--- config.mk ---
export PLATFORM = sky130hd
export DESIGN_NAME = nrr_walk
export DESIGN_NICKNAME = d
export VERILOG_FILES = /design/src/rtl/core/nrr_pkg.sv /design/src/rtl/core/nrr_walk.sv
export SDC_FILE = /design/constraint.sdc
export NUM_CORES = 1
export LEC_CHECK = 0
export BUFFER_PORTS_ARGS = -buffer_cell sky130_fd_sc_hd__buf_2
export CAP_MARGIN = 0
export CORE_MARGIN = 2
export CORE_UTILIZATION = 50
export DETAILED_ROUTE_END_ITERATION = 6
export GPL_TIMING_DRIVEN = 0
export PLACE_DENSITY = 0.84
export SLEW_MARGIN = 25
export SYNTH_ARGS = -nofsm -noshare
export SYNTH_HDL_FRONTEND = slang
export SYNTH_SLANG_ARGS = --single-unit
--- constraint.sdc ---
create_clock -name clk -period 15.6 [get_ports clk]
set_input_delay 2.34 -clock clk [delete_from_list [all_inputs] [get_ports clk]]
set_output_delay 2.34 -clock clk [all_outputs]
set_load 0.02 [all_outputs]
--- src/rtl/core/nrr_pkg.sv ---
// Shared constants, codes and types of the NACK retransmit responder.
package nrr_pkg;

    localparam int INDEX_BITS = 10;
    localparam int SEQ_BITS   = 16;
    localparam int TAG_BITS   = SEQ_BITS - INDEX_BITS;
    localparam int TAG_W      = (TAG_BITS > 0) ? TAG_BITS : 1;
    localparam int TIME_BITS  = 32;
    localparam int CNT_BITS   = 8;
    localparam int CFG_BITS   = 16;
    localparam int CFG_IDX_W  = 2;
    localparam int SPAN       = 17;
    localparam int OFS_BITS   = 5;
    localparam int RTT_SHIFT  = 2;

    localparam logic [CFG_BITS-1:0] DEFAULT_RTT_MS       = 16'd10;
    localparam logic [CFG_BITS-1:0] DEFAULT_MAX_DELAY_MS = 16'd3000;

    localparam logic [CFG_IDX_W-1:0] CFG_RTT       = 2'd0;
    localparam logic [CFG_IDX_W-1:0] CFG_MAX_DELAY = 2'd1;

    localparam logic [1:0] ACT_RESEND = 2'd0;
    localparam logic [1:0] ACT_LOST   = 2'd1;
    localparam logic [1:0] ACT_SOON   = 2'd2;
    localparam logic [1:0] ACT_NONE   = 2'd3;

    typedef struct packed {
        logic                 valid;
        logic [TAG_W-1:0]     tag;
        logic [TIME_BITS-1:0] sent;
        logic [CNT_BITS-1:0]  resends;
        logic [SEQ_BITS-1:0]  ext;
        logic [SEQ_BITS-1:0]  size;
    } entry_t;

    typedef struct packed {
        logic                  en;
        logic [INDEX_BITS-1:0] addr;
        entry_t                data;
    } wr_t;

    typedef struct packed {
        logic [1:0]          action;
        logic [SEQ_BITS-1:0] seq;
        logic [SEQ_BITS-1:0] ext;
        logic [SEQ_BITS-1:0] bytes;
        logic [CNT_BITS-1:0] count;
        logic                last;
    } result_t;

endpackage

--- src/rtl/core/nrr_walk.sv ---
// Request sequencer: table clear, packet store and NACK walk with read-modify-write.
module nrr_walk (
    input  logic                           clk,
    input  logic                           rst_n,
    input  logic                           item_valid,
    output logic                           item_ready,
    input  logic                           mode,
    input  logic [15:0]                    seq,
    input  logic [15:0]                    lost_mask,
    input  logic [15:0]                    ext_seq,
    input  logic [15:0]                    packet_size,
    input  logic [31:0]                    now_ms,
    input  logic [nrr_pkg::CFG_BITS-1:0]   rtt,
    input  logic [nrr_pkg::CFG_BITS-1:0]   max_delay,
    input  logic                           out_free,
    output logic                           push,
    output nrr_pkg::result_t               push_res,
    output nrr_pkg::wr_t                   wr,
    output logic                           rd_en,
    output logic [nrr_pkg::INDEX_BITS-1:0] rd_addr,
    input  nrr_pkg::entry_t                rd_data
);
    import nrr_pkg::*;

    localparam logic [2:0] ST_CLEAR = 3'd0;
    localparam logic [2:0] ST_IDLE  = 3'd1;
    localparam logic [2:0] ST_ISSUE = 3'd2;
    localparam logic [2:0] ST_EVAL  = 3'd3;

    logic [2:0]            state_reg, state_next;
    logic [INDEX_BITS-1:0] clr_reg, clr_next;
    logic [TIME_BITS-1:0]  latest_reg, latest_next;
    logic [SEQ_BITS-1:0]   base_reg, base_next;
    logic [SPAN-1:0]       pending_reg, pending_next;
    logic [TIME_BITS-1:0]  now_reg, now_next;
    logic [SEQ_BITS-1:0]   cur_reg, cur_next;
    logic                  held_vld_reg, held_vld_next;
    result_t               held_reg, held_next;

    logic [OFS_BITS-1:0]   ofs;
    logic [SEQ_BITS-1:0]   cur;
    logic [TIME_BITS-1:0]  delta;
    logic [CFG_BITS-1:0]   rtt_eff;
    logic [TIME_BITS-1:0]  soon;
    logic [TIME_BITS-1:0]  age_latest;
    logic [TIME_BITS-1:0]  age_now;
    logic                  hit;
    logic                  is_lost;
    logic                  is_soon;
    logic [CNT_BITS-1:0]   cnt_inc;
    result_t               found;

    always_comb
    begin
        ofs = '0;
        for (int k = SPAN - 1; k >= 0; k--)
        begin
            if (pending_reg[k])
            begin
                ofs = OFS_BITS'(k);
            end
        end
    end

    assign cur        = base_reg + SEQ_BITS'(ofs);
    assign delta      = now_ms - latest_reg;
    assign rtt_eff    = (rtt == '0) ? DEFAULT_RTT_MS : rtt;
    assign soon       = TIME_BITS'(rtt_eff >> RTT_SHIFT);
    assign age_latest = latest_reg - rd_data.sent;
    assign age_now    = now_reg - rd_data.sent;
    assign hit        = rd_data.valid && (rd_data.tag == TAG_W'(cur_reg >> INDEX_BITS));
    assign is_lost    = age_latest > TIME_BITS'(max_delay);
    assign is_soon    = age_now <= soon;
    assign cnt_inc    = (rd_data.resends == '1) ? rd_data.resends : rd_data.resends + 1'b1;

    always_comb
    begin
        found.seq   = cur_reg;
        found.ext   = rd_data.ext;
        found.bytes = rd_data.size;
        found.last  = 1'b0;
        if (is_lost)
        begin
            found.action = ACT_LOST;
            found.count  = rd_data.resends;
        end
        else if (is_soon)
        begin
            found.action = ACT_SOON;
            found.count  = rd_data.resends;
        end
        else
        begin
            found.action = ACT_RESEND;
            found.count  = cnt_inc;
        end
    end

    always_comb
    begin
        state_next    = state_reg;
        clr_next      = clr_reg;
        latest_next   = latest_reg;
        base_next     = base_reg;
        pending_next  = pending_reg;
        now_next      = now_reg;
        cur_next      = cur_reg;
        held_vld_next = held_vld_reg;
        held_next     = held_reg;
        item_ready    = 1'b0;
        push          = 1'b0;
        push_res      = '0;
        wr            = '0;
        rd_en         = 1'b0;
        rd_addr       = cur[INDEX_BITS-1:0];
        case (state_reg)
            ST_CLEAR:
            begin
                wr.en    = 1'b1;
                wr.addr  = clr_reg;
                clr_next = clr_reg + 1'b1;
                if (clr_reg == '1)
                begin
                    state_next = ST_IDLE;
                end
            end
            ST_IDLE:
            begin
                item_ready = 1'b1;
                if (item_valid)
                begin
                    if (!mode)
                    begin
                        wr.en           = 1'b1;
                        wr.addr         = seq[INDEX_BITS-1:0];
                        wr.data.valid   = 1'b1;
                        wr.data.tag     = TAG_W'(seq >> INDEX_BITS);
                        wr.data.sent    = now_ms;
                        wr.data.resends = '0;
                        wr.data.ext     = ext_seq;
                        wr.data.size    = packet_size;
                        if (delta != '0 && !delta[TIME_BITS-1])
                        begin
                            latest_next = now_ms;
                        end
                    end
                    else
                    begin
                        base_next     = seq;
                        pending_next  = {lost_mask, 1'b1};
                        now_next      = now_ms;
                        held_vld_next = 1'b0;
                        state_next    = ST_ISSUE;
                    end
                end
            end
            ST_ISSUE:
            begin
                if (pending_reg != '0)
                begin
                    rd_en        = 1'b1;
                    cur_next     = cur;
                    pending_next = pending_reg & (pending_reg - 1'b1);
                    state_next   = ST_EVAL;
                end
                else if (out_free)
                begin
                    push = 1'b1;
                    if (held_vld_reg)
                    begin
                        push_res      = held_reg;
                        push_res.last = 1'b1;
                    end
                    else
                    begin
                        push_res.action = ACT_NONE;
                        push_res.seq    = base_reg;
                        push_res.last   = 1'b1;
                    end
                    state_next = ST_IDLE;
                end
            end
            ST_EVAL:
            begin
                if (!hit)
                begin
                    state_next = ST_ISSUE;
                end
                else if (!held_vld_reg || out_free)
                begin
                    push          = held_vld_reg;
                    push_res      = held_reg;
                    held_next     = found;
                    held_vld_next = 1'b1;
                    wr.addr       = cur_reg[INDEX_BITS-1:0];
                    wr.data       = rd_data;
                    if (is_lost)
                    begin
                        wr.en         = 1'b1;
                        wr.data.valid = 1'b0;
                    end
                    else if (!is_soon)
                    begin
                        wr.en           = 1'b1;
                        wr.data.sent    = now_reg;
                        wr.data.resends = cnt_inc;
                    end
                    state_next = ST_ISSUE;
                end
            end
            default:
            begin
                state_next = ST_IDLE;
            end
        endcase
    end

    always_ff @(posedge clk or negedge rst_n)
    begin
        if (!rst_n)
        begin
            state_reg    <= ST_CLEAR;
            clr_reg      <= '0;
            latest_reg   <= '0;
            pending_reg  <= '0;
            held_vld_reg <= 1'b0;
        end
        else
        begin
            state_reg    <= state_next;
            clr_reg      <= clr_next;
            latest_reg   <= latest_next;
            pending_reg  <= pending_next;
            held_vld_reg <= held_vld_next;
        end
    end

    always_ff @(posedge clk)
    begin
        base_reg <= base_next;
        now_reg  <= now_next;
        cur_reg  <= cur_next;
        held_reg <= held_next;
    end

    a_push_space: assert property (@(posedge clk) disable iff (!rst_n)
        push |-> out_free)
        else $error("result pushed without space");

    a_no_accept_in_clear: assert property (@(posedge clk) disable iff (!rst_n)
        (state_reg == ST_CLEAR) |-> !item_ready)
        else $error("request accepted during table clear");

    a_eval_write_hit: assert property (@(posedge clk) disable iff (!rst_n)
        (state_reg == ST_EVAL && wr.en) |-> hit)
        else $error("write-back without a tag hit");

    a_last_ends_walk: assert property (@(posedge clk) disable iff (!rst_n)
        (push && push_res.last) |=> (state_reg == ST_IDLE))
        else $error("final result did not end the walk");

    a_read_then_eval: assert property (@(posedge clk) disable iff (!rst_n)
        rd_en |=> (state_reg == ST_EVAL))
        else $error("table read not followed by evaluation");

endmodule

==> out/results.tsv <==
metric	value	unit
run_status	complete, but fails checks	
violations_in_the_final_reports	DRC	
critical_path.startpoint_type	primary input	
fraction_of_final_layout_cells_sized_beyond_drive_strength_1	21.6	%
design.die.area	0.0329	mm^2
post_synth_instance_area	0.0157	mm^2
pre_cts_ws	5.22	ns
synthCells	1772	
detail_route.wirelength	55.1	mm
largest_register_ff_count	58	
post-route-min-period	10.53	ns
synthesis_to_layout_area_growth	19.3	%
cts_resized	0	
switching_share	46.9	%
remaining_drc_errors	2	
ys.warnings.count	0	
sequentialPowerShare	26.9	%
hpwl_after_dpl	44.7	mm
drt_pre_antenna_iters	7	
power.clock.fraction	15.0	%
timing.final.setup_violations	0	
clock_insertion_delay_worst_skew	0.45	ns
drv_slew	0	
final-instance-count-excl-fill	2585	
final_net_count	2513	
synth_top_cell_area_share	23.3	%
tritoncts	built	
setup.worst_path.class	in2out	
placedCellCount	2544	
clock-sinks	184	
actual_transition_at_the_worst_max_transition_pin	0.872	ns
cts_hold_repair.buffers	0	
ys_seq_area_share	33.1	%
total_switching_power	1320	uW
number_of_enable_flip_flop_cells_after_synthesis	122	
internal_power	1490	uW
vdd_drop_max	0.107	mV
crit_required	13.26	ns
synth_top_cells_by_count	157 x nand2_1, 142 x inv_1, 132 x a21oi_1	
multiInputGateArea	0.00953	mm^2
clkTransAtPathRegs	0.07	ns
post-cts-setup-buffer-count	0	
ant_nets	0	
grt_pass1_vias	14800	
postSynth.topFlopCell	edfxtp_1	
worst_setup_path_startpoint	rd_data[48]	
routed_via_density	6.17	
post-route-util	60.9	%
wire_per_inst	21.3	um
num_io_pins	374	
fin_setup_tns	0	ns
min_period_over_period	67.5	%
synth.largest_area_cell	edfxtp_1	
synth.ff_latch_count	184	
synthesis.nets	2118	
path_max_fanout	9	
grt_antenna_before_repair	9	
drt_iter0_drc	1699	
ys_async_sr_fraction	33.7	%
grt_start_max_net_pins	63	
hold_viol_final	0	
synth_area_leaders	edfxtp_1 23%, ha_1 10%, dfrtp_1 9.9%	
timing.final.ws_setup	5.07	ns
die_height	181	um
root_buffer_cell	clkbuf_16	
p_per_area	149	mW/mm^2
grt_first_pass_wirelength	82.4	mm
via_count	16000	
synth_most_common_cell	nand2_1	
worst_setup_path_end_kind	output port	
drv_cap	0	
worst_hold_path_type	reg2reg	
static_leak	0.00867	uW
cts-htree-levels	4	
critical_path.reg2reg.startpoint	latest_reg[8]	
timing.critical_path.arrival	8.19	ns
max-clock-path-buffers	2	
grt_setup_unrepaired	no	
row_count	64	
timing.hold.ws	0.453	ns
p_comb_share	58.1	%
grt_use_total	32.2	%
clock_buffers_created_by_tritoncts	17	
floorplan.initialDensity	51.1	%
fmax	94.9	MHz
chipWidth	181	um
worst_clk_skew	0.0172	ns
global_placer_s_final_weighted_congestion	1.00	
timing.hold.worst.start	cur_reg[6]	
ys_types	91	
port_buffers	373	
max_slew_margin	41.8	%
syn_avg_cell_area	8.89	um^2
placeableCoreArea	0.0308	mm^2
ff_latch_area	0.00522	mm^2
global_route.overflow_total	0	
fillerInstances	2652	
layer usage:
metal,wire [um],track usage (%),vias up,part of all wire (%)
li1,-,-,7369,-
met1,22700,43.1,7517,41
met2,24600,50.4,910,45
met3,5580,7.68,149,10
met4,2160,12.8,8,3.9
met5,46,0,-,0.084
path summary, 6_finish.rpt:
check | slack, ns | endpoint | cells past startpoint
min in group asynchronous | 1.97 | latest_reg[3] | 1
max reg2reg | 9.75 | held_reg[7] | 22
max | 5.07 | wr[89] | 24
min reg2reg | 0.45 | held_reg[47] | 0
max in group asynchronous | 13.07 | pending_reg[6] | 1
min | 0.45 | held_reg[47] | 0
placed cells by master (no fill, tap or decap), drive strengths merged, types with 11 or more instances in the layout:
cell type  instances
a21oi            132
nand4             37
nor2b             18
nand3             32
buf              410
or3               19
a22o              56
inv              149
clkbuf            71
dfrtp             62
xor2              31
nor4              21
nand2b            17
edfxtp           122
xnor2             47
ha               130
o31ai             16
nor2             111
and3              12
o21ai            119
o21bai            12
a211oi            11
nand2            157
a21o              31
nor3              27
and2              49
mux2              34
mux2i             46
o21a              20
per-stage QoR:
stage | total power, uW | instance area (um^2)
4_1_cts | 2760 | 18700
3_3_place_gp | 2300 | 18100
3_5_place_dp | 2340 | 18200
5_1_grt | 2990 | 18800
2_1_floorplan | 1890 | 15700
6_report | 2810 | 18800
cells by family (layout without fill, tap and decap cells):
group / Yosys count / in the layout / share of synthesized area [%]
simple gates: 537 / 537 / 17.2
compound gates: 528 / 528 / 22.8
buf+inv: 231 / 639 / 6.43
flops: 184 / 184 / 33.1
fa+ha+maj: 134 / 134 / 10.8
mux: 80 / 80 / 5.36
xor+xnor: 78 / 78 / 4.34
other cells: 0 / 9 / 0
power groups by stage:
stage | logic [uW] | clock network, uW | registers (uW)
after detailed placement | 1580 | 0 | 755
after CTS | 1590 | 424 | 746
after global placement | 1550 | 0 | 750
after global routing | 1790 | 438 | 762
after floorplan | 1180 | 0 | 710
final | 1630 | 420 | 755
worst max-delay path: stages:
cell	delay, ns
buf_2	0.10
inv_1	0.05
ha_1	0.27
clkbuf_1	0.33
nand2_1	0.09
o21ai_0	0.54
nor2_1	0.17
nor3_1	0.31
o21ai_0	0.12
nand2b_1	0.10
a21oi_1	0.08
xnor2_1	0.17
ha_1	0.31
nand4_1	0.16
nor4_1	0.41
o32a_1	0.20
o21ai_1	0.12
nor4_1	0.40
o21ai_0	0.15
or4_1	0.49
or4b_1	0.62
o21ai_1	0.24
a31oi_1	0.21
buf_2	0.23
final cells by class:
| class | instances | share of cell area, % |
|---|---|---|
| antenna | 9 | 0.120 |
| buffer | 88 | 2.56 |
| clock buffer | 17 | 2.27 |
| clock inverter | 15 | 0.739 |
| inverter | 143 | 2.86 |
| multi-input combinational | 1357 | 50.7 |
| sequential | 184 | 27.8 |
| tap | 396 | 2.64 |
| timing repair buffer | 376 | 10.3 |
(Power assumes the default switching activity.)
